[config.mk]
export PLATFORM = sky130hd
export DESIGN_NAME = vfg_db2lin
export DESIGN_NICKNAME = d
export VERILOG_FILES = /design/src/rtl/vfg_pkg.sv /design/src/rtl/vfg_db2lin.sv
export SDC_FILE = /design/constraint.sdc
export NUM_CORES = 2
export LEC_CHECK = 0
export BUFFER_PORTS_ARGS = -buffer_cell sky130_fd_sc_hd__buf_2
export CAP_MARGIN = 40
export CORE_ASPECT_RATIO = 0.7
export CORE_MARGIN = 5
export CORE_UTILIZATION = 40
export DETAILED_ROUTE_END_ITERATION = 8
export GPL_ROUTABILITY_DRIVEN = 1
export PLACE_DENSITY = 0.56
export SLEW_MARGIN = 20
export SYNTH_ARGS = -nofsm -noshare
export SYNTH_HDL_FRONTEND = slang
export SYNTH_SLANG_ARGS = --single-unit
export TNS_END_PERCENT = 100
[constraint.sdc]
create_clock -name i_clk -period 16.4 [get_ports i_clk]
set_input_delay 2.46 -clock i_clk [delete_from_list [all_inputs] [get_ports i_clk]]
set_output_delay 2.46 -clock i_clk [all_outputs]
set_load 0.01 [all_outputs]
[src/rtl/vfg_pkg.sv]
// ============================================================================
// vfg_pkg
// Types, constants and the 2^x root table shared by the fade gain block.
// ============================================================================
package vfg_pkg;

    typedef logic signed [15:0] t_sample;
    typedef logic signed [24:0] t_gain_db;
    typedef logic        [21:0] t_lin;
    typedef logic        [12:0] t_frames;
    typedef logic        [15:0] t_fade;
    typedef logic        [28:0] t_step;
    typedef logic         [1:0] t_cfg_idx;
    typedef logic        [24:0] t_cfg_data;

    // Register map of the configuration port
    localparam t_cfg_idx CFG_TARGET_GAIN    = 2'd0;
    localparam t_cfg_idx CFG_MUTE_LEVEL     = 2'd1;
    localparam t_cfg_idx CFG_MUTED          = 2'd2;
    localparam t_cfg_idx CFG_FADE_PER_FRAME = 2'd3;

    localparam t_gain_db RST_TARGET_GAIN    = 25'sd0;
    localparam t_gain_db RST_MUTE_LEVEL     = -25'sd13107200;
    localparam t_fade    RST_FADE_PER_FRAME = 16'd3277;

    // Frame counts above this are clamped
    localparam int MAX_FRAMES = 4096;

    // round(2^32 * log2(10) / 20)
    localparam logic signed [30:0] LOG_COEF = 31'sd713378626;
    localparam t_lin LIN_MAX  = 22'h3FFFFF;
    localparam t_lin LIN_UNITY = 22'd65536;

    typedef struct packed {
        t_gain_db gain_db;
        t_lin     lin;
    } t_gain_state;

    localparam t_gain_state GAIN_STATE_RST = '{gain_db: 25'sd0, lin: LIN_UNITY};

    typedef logic [15:0][30:0] t_root_tab;

    function automatic longint unsigned isqrt64(input longint unsigned v_in);
        longint unsigned v;
        longint unsigned r;
        longint unsigned b;
        v = v_in;
        r = 0;
        b = 64'h4000_0000_0000_0000;
        for (int k = 0; k < 32; k++) begin
            if (v >= r + b) begin
                v = v - (r + b);
                r = (r >> 1) + b;
            end else begin
                r = r >> 1;
            end
            b = b >> 2;
        end
        return r;
    endfunction

    // Entry i is 2^(2^-(i+1)) in Q30, built by repeated floor square roots
    function automatic t_root_tab calc_roots();
        t_root_tab       tab;
        longint unsigned prev;
        prev   = isqrt64(64'h2000_0000_0000_0000);
        tab[0] = prev[30:0];
        for (int i = 1; i < 16; i++) begin
            prev   = isqrt64(prev << 30);
            tab[i] = prev[30:0];
        end
        return tab;
    endfunction

    localparam t_root_tab POW_ROOT = calc_roots();

endpackage

[src/rtl/vfg_db2lin.sv]
// ============================================================================
// vfg_db2lin
// Iterative dB (1/65536 dB) to linear Q16 converter: one exponent multiply,
// sixteen 2^x refinement steps on a shared multiplier, then normalize.
// ============================================================================
module vfg_db2lin import vfg_pkg::*; #(
    parameter int GAIN_TABLE_FRAC_BITS = 6
) (
    input  logic     i_clk,
    input  logic     i_rst_n,
    input  logic     i_start,
    input  t_gain_db i_gain_db,
    output logic     o_done,
    output t_lin     o_lin
);

    localparam int FB  = GAIN_TABLE_FRAC_BITS;
    localparam int QS  = 16 - FB;
    localparam int GQW = 10 + FB;
    localparam int EW  = GQW + 31;

    localparam logic [1:0] C_IDLE = 2'd0;
    localparam logic [1:0] C_ROOT = 2'd1;
    localparam logic [1:0] C_NORM = 2'd2;

    logic    [1:0]    r_state, n_state;
    logic    [3:0]    r_idx;
    logic signed [EW-1:0] r_e, n_e;
    logic    [31:0]   r_m, n_m;
    logic             r_done;
    t_lin             r_lin, n_lin;

    logic    [25:0]   gu;
    logic    [25:0]   g_round;
    logic signed [GQW-1:0] gq;
    logic    [15:0]   fr;
    logic signed [8:0] oct;
    logic signed [9:0] sh_full;
    logic    [4:0]    sh;
    logic    [62:0]   prod;
    logic    [32:0]   m_rnd;

    // Quantize to the table grid, then exponent in octaves
    always_comb begin
        gu      = {i_gain_db[24], i_gain_db} + 26'(1 << 24);
        g_round = (gu + 26'(1 << (QS - 1))) >> QS;
        gq      = $signed(GQW'(g_round) - GQW'(1 << (8 + FB)));
        n_e     = EW'(gq) * EW'(LOG_COEF);
    end

    assign fr   = r_e[31+FB -: 16];
    assign oct  = r_e[EW-1 -: 9];
    assign prod = 63'(r_m) * 63'(POW_ROOT[r_idx]);

    always_comb begin
        n_m = r_m;
        if (fr[~r_idx]) begin
            n_m = 32'((prod + 63'(1 << 29)) >> 30);
        end
    end

    always_comb begin
        sh_full = 10'sd14 - 10'(oct);
        sh      = sh_full[4:0];
        m_rnd   = ({1'b0, r_m} + (33'd1 << (sh - 5'd1))) >> sh;
        priority if (oct >= 9'sd7) begin
            n_lin = LIN_MAX;
        end else if (sh_full >= 10'sd32) begin
            n_lin = '0;
        end else if (m_rnd > 33'(LIN_MAX)) begin
            n_lin = LIN_MAX;
        end else begin
            n_lin = m_rnd[21:0];
        end
    end

    always_comb begin
        n_state = r_state;
        unique case (r_state)
            C_IDLE: if (i_start) n_state = C_ROOT;
            C_ROOT: if (r_idx == 4'hF) n_state = C_NORM;
            C_NORM: n_state = C_IDLE;
            default: n_state = C_IDLE;
        endcase
    end

    always_ff @(posedge i_clk) begin
        if (!i_rst_n) begin
            r_state <= C_IDLE;
            r_done  <= 1'b0;
            r_idx   <= '0;
        end else begin
            r_state <= n_state;
            r_done  <= (r_state == C_NORM);
            if (r_state == C_ROOT) begin
                r_idx <= r_idx + 4'd1;
            end else begin
                r_idx <= '0;
            end
        end
    end

    always_ff @(posedge i_clk) begin
        if (r_state == C_IDLE && i_start) begin
            r_e <= n_e;
            r_m <= 32'(1 << 30);
        end
        if (r_state == C_ROOT) begin
            r_m <= n_m;
        end
        if (r_state == C_NORM) begin
            r_lin <= n_lin;
        end
    end

    assign o_done = r_done;
    assign o_lin  = r_lin;

    a_start_when_idle: assert property (@(posedge i_clk) disable iff (!i_rst_n)
        i_start |-> r_state == C_IDLE)
        else $error("converter started while busy");

    a_done_after_norm: assert property (@(posedge i_clk) disable iff (!i_rst_n)
        r_state == C_NORM |=> o_done && r_state == C_IDLE)
        else $error("converter missed done");

    a_root_length: assert property (@(posedge i_clk) disable iff (!i_rst_n)
        r_state == C_NORM |-> $past(r_state) == C_ROOT && $past(r_idx) == 4'hF)
        else $error("converter root sweep cut short");

endmodule

After elaboration in Yosys (flattened, before gate mapping)
Memories as Yosys holds them, arrays and structs flattened. A register that Yosys moved wholly into a read port is not among the register bits.
Cells that the tools add are included.
Widths: inputs -> output; s select.

word-level totals
  input bits = 28
  memory bits (read-only) = 496
  output and inout port bits = 23
  register bits after elaboration = 107
  RAM bits = 0
  word-level logic and storage cells = 49
  latch bits = 0
  memories = 1

cells by class
  $lt $le $gt $ge = 5
  add/subtract/negate cells = 8
  reductions and logical operators = 6
  multiply operators = 2
  eq/ne operators = 6
  bitwise operators = 1
  shift operators = 2
  div/mod/pow operators = 0
  mux-type cells = 12

memory list
  memory            words  width  read ports  clocked after Yosys merged registers in  wr ports  line              RTL
  (name not given)  16     31     1           1                                        0         vfg_db2lin.sv:53  assign prod = 63'(r_m) * 63'(POW_ROOT[r_idx]);

operators by type and width
  kind                    count
  $mux 32                 3
  $add 62x30->62 const B  1
  $mul 32x31->62          1
  $mul 16x30->46 const B  1
  $mux 22                 2
  $add 32x33->33          1
  $gt 33x22->1 const B    1
  $shl 1x5->33 const A    1
  $shr 33x5->33           1
  $mux 31                 1
  $add 26x10->26 const B  1
  $add 26x25->26 const B  1
  $sub 16x15->16 const B  1
  $ge 10x7->1 const B     1
  $lt 4x5->1 const B      2
  $sub 5x9->10 const A    1
  $ge 9x4->1 const B      1
  $ne 2x2->1 const B      3
  $reduce_and 2->1        3
  $sub 5x1->5 const B     1
  $add 4x1->4 const B     1
  $bmux 1 s4              1
  $eq 4x4->1 const B      1
  $mux 2                  2
  other kinds (9)         9

Longest topological paths before layout
  depth after elaboration = 8
  depth in mapped cells = 33

Worst setup path before layout
OpenSTA, ideal clock, no wires.

  kind = input port to flip-flop
  start = input port i_gain_db[9]
  end = register r_e[42] (data pin)
  required time = 16.142 ns
  buffers on the path = 0
  library setup time = 0.258 ns
  stages = 30
  arrival = 9.270 ns
  slack = 6.873 ns
  path through = ha_1 > nand4_1 > nor2_1 > nand4_1 > nor3_1 > inv_1 > ha_1 > inv_1 > ha_1 > ha_1 > inv_1 > fa_1 > inv_1 > fa_1 > inv_1 > fa_1 > inv_1 > fa_1 > ha_1 > and4_1 > nand2_1 > a211o_1 > a211oi_1 > a22oi_1 > a311o_1 > o21ba_2 > o21ba_2 > o21bai_1 > a21oi_1 > xnor2_1

on the way
  cells in the longest elaborated chain, start to end = 4

RTL lines
  item                  line               RTL
  from (decl)           vfg_db2lin.sv:12   input t_gain_db i_gain_db,
  $add 26x25->26        vfg_db2lin.sv:45   gu = {i_gain_db[24], i_gain_db} + 26'(1 << 24);
  $add 26x10->26        vfg_db2lin.sv:46   g_round = (gu + 26'(1 << (QS - 1))) >> QS;
  $sub 16x15->16        vfg_db2lin.sv:47   gq = $signed(GQW'(g_round) - GQW'(1 << (8 + FB)));
  $mul 16x30->46        vfg_db2lin.sv:48   n_e = EW'(gq) * EW'(LOG_COEF);
  via n_e[42]           vfg_db2lin.sv:28   logic signed [EW-1:0] r_e, n_e;
  to (signal assigned)  vfg_db2lin.sv:105  r_e <= n_e;
  to (decl)             vfg_db2lin.sv:28

The timed path passes the listed nets, and every way through them passes these cells.
A chain may end at the register's enable or synchronous reset.

Final worst setup path
Ends and elaborated chain as after synthesis.

==> results.md <==
- TritonRoute pass-1 iters: 6
- Worst-path clk slew: 0.06 ns
- Final Critical Period: between 10 and 15 ns
- R2r setup slk: slightly below 7 ns
- Number of nets still failing antenna checks after routing: 0
- CP delay by family, top: adder cells
- Final Max Tran Viols: 0
- Critical path class: in -> reg
- YS warnings: 0
- Dpl cells: between 6000 and 7000
- DRT Wirelength: 128000 um
- First-pass GRT wire length: 203000 um
- Share of cells above drive strength 1: 0.0454
- Routability congestion estimate: 0.901
- Critical-path cell with the highest stage delay: a211oi_1
- MaxCap Viol Count: 0
- Crit path from: i_gain_db[9]
- Post-synthesis sequential area ratio: 0.0683
- Crit-path max cell delay: 0.67 ns
- Remaining DRCs: 0
- Actual slew at the worst max-slew pin: 0.944 ns
- Reg area: between 3000 and 4000 sq um
- Achievable Freq: 0.0966 GHz
- Mapped Nets: 6412
- H-tree depth: 4
- Die area: 120000 sq um
- Initial antenna violation count: 10
- Yosys reg bits: approximately 120
- Die H: 291 um
- HPWL after detailed placement: 97500 um
- Syn avg cell area: 9.19 sq um
- Crit start category: input pin
- TNS Setup: 0 ns
- Post-CTS sizing: 0
- Async SR Flop Fraction: 0
- Number of synthesized flops with an enable pin: 79
- Synth area leaders: fa_1 42%, ha_1 14%, inv_1 9.3%, and2_1 7.8%, edfxtp_1 5.2%
- Min-Delay Path Class: reg -> reg
- Gr ovfl total: 0
- Cell taking the most area after synthesis: fa_1
- Final Cell Area: 47700 sq um
- Reg2reg end: r_m[26]$_SDFFCE_PP0P_
- Cts bufs inserted: 17
- Worst r2r src: r_m[8]$_SDFFCE_PP0P_
- Root Buffer: clkbuf_16
- Final setup viols: 0
- Max FO, Critical Path: 7
- CTS max path bufs: 2
- Worst path depth: 32
- Routed wire per std cell: 20.1 um
- Skew final: 0.0200 ns
- Post-synthesis cell area: around 45000 sq um
- Status: finished, final reports clean
- Largest net degree at the start of global routing: 41
- Final hold vios: 0
- Crit path buf inv count: 8
- Fin util: 0.424
- All-Layer GR Usage: 0.220
- Via/cell ratio: 5.14
- Fillers: 11123
- Leading cell type in the layout, fill and taps excluded: inv_1
- Hold Buf Count CTS: 0
- CTS tree: built
- Core box area: approximately 110000 sq um
- Row cnt: 103
- Setup Buffers After CTS: 0
- Die X: 412 um
- Via Count: ~33000
- Area after DPL: 47200 sq um
- Vias in the first global route: 33967
- Layout area overhead: 5.49%
- Tcrit/Tclk final: 0.631
- Cell mode on critical path: inv_1
- Crit end category: flip-flop
- Commonest cells after routing, fill and taps aside: 1126 x inv_1, 944 x fa_1, 566 x and2_1
- Unrepaired setup endpoints after global routing: false
- Post-synth top flop: edfxtp_1
- Reg2reg path depth: 29
- DRC violation total after the first TritonRoute iteration: roughly 2800
- Sink Count: 115
- # IOs: 51
- Required time of the critical path: about 17 ns
- Yosys cell types: a little under 80
- Worst hold path cell count: 2
- Fin nets: 6324
- Slew margin rel.: 0.370
- Final cell count without fillers: 6373
- # port buffers: a little over 40
- Cells after Synth: ~4900
- Initial Util: 0.402
- Area occupied by multi-input gates: 37000 sq um
- CP endpoint: r_e[42]$_DFFE_PP_
- Yosys top cell area share: 0.418
- Clk Latency, worst-skew pair: 0.48 ns
- Worst EP arrival: between 10 and 15 ns
worst min path at each step:
stage | start | end | slack, ns
after global placement | r_idx[2]$_SDFF_PN0_ | r_state[1]$_SDFFE_PN0P_ | 0.65
after CTS | r_idx[2]$_SDFF_PN0_ | r_state[1]$_SDFFE_PN0P_ | 0.67
after floorplan | r_idx[2]$_SDFF_PN0_ | r_state[1]$_SDFFE_PN0P_ | 0.52
after global routing | r_idx[3]$_SDFF_PN0_ | r_state[1]$_SDFFE_PN0P_ | 0.71
final | r_idx[2]$_SDFF_PN0_ | r_state[1]$_SDFFE_PN0P_ | 0.67
after detailed placement | r_idx[2]$_SDFF_PN0_ | r_state[1]$_SDFFE_PN0P_ | 0.65
metal layers:
| metal | vias up | GRT usage | wire length (um) |
|---|---|---|---|
| li1 | 14749 | - | - |
| met1 | 16553 | 0.349 | 62700 |
| met2 | 1271 | 0.300 | 50300 |
| met3 | 155 | 0.0546 | 12500 |
| met4 | 0 | 0.0416 | 2380 |
| met5 | - | 0.000802 | 0 |
synth_stat cells (44+ instances only):
cell	n
clkbuf_1	218
ha_1	517
o21ai_0	67
xor2_1	44
a21oi_1	118
edfxtp_1	79
and2_1	566
inv_1	1126
fa_1	944
nor2_1	158
xnor2_1	76
nand2_1	521
cells by family (layout without fill, tap and decap cells):
| logic type | Yosys count | in the layout | synth area share |
|---|---|---|---|
| fa+ha+maj | 1461 | 1461 | 0.561 |
| other cells | 0 | 3 | 0 |
| xor+xnor | 120 | 120 | 0.0232 |
| mux | 61 | 61 | 0.0191 |
| flops | 115 | 115 | 0.0683 |
| simple gates | 1398 | 1398 | 0.155 |
| compound gates | 403 | 403 | 0.0594 |
| buf+inv | 1365 | 1290 | 0.114 |
metrics by stage:
stage / hold slack, ns / worst slack, ns
floorplan: 0.521 / 6.87
finish: 0.669 / 6.05
CTS: 0.669 / 6.10
detailed placement: 0.651 / 5.66
global placement: 0.650 / 5.68
global route: 0.707 / 5.59
tightest hold or removal path: stages, from the launching register on:
cell and delay [ns]:
dfxtp_1 0.38, nand3_1 0.17, nor2_1 0.06
final cells by class:
class                      instances  area share
clock buffer                      24      0.0104
timing repair buffer             132      0.0192
antenna                            3    0.000157
tap                             1522      0.0399
inverter                        1126      0.0885
multi-input combinational       3443       0.775
sequential                       115      0.0649
clock inverter                     8     0.00157
Power is left out: the tool's default activity adds up to more than one toggle a clock period on the data nets, which glitch-free logic cannot reach.
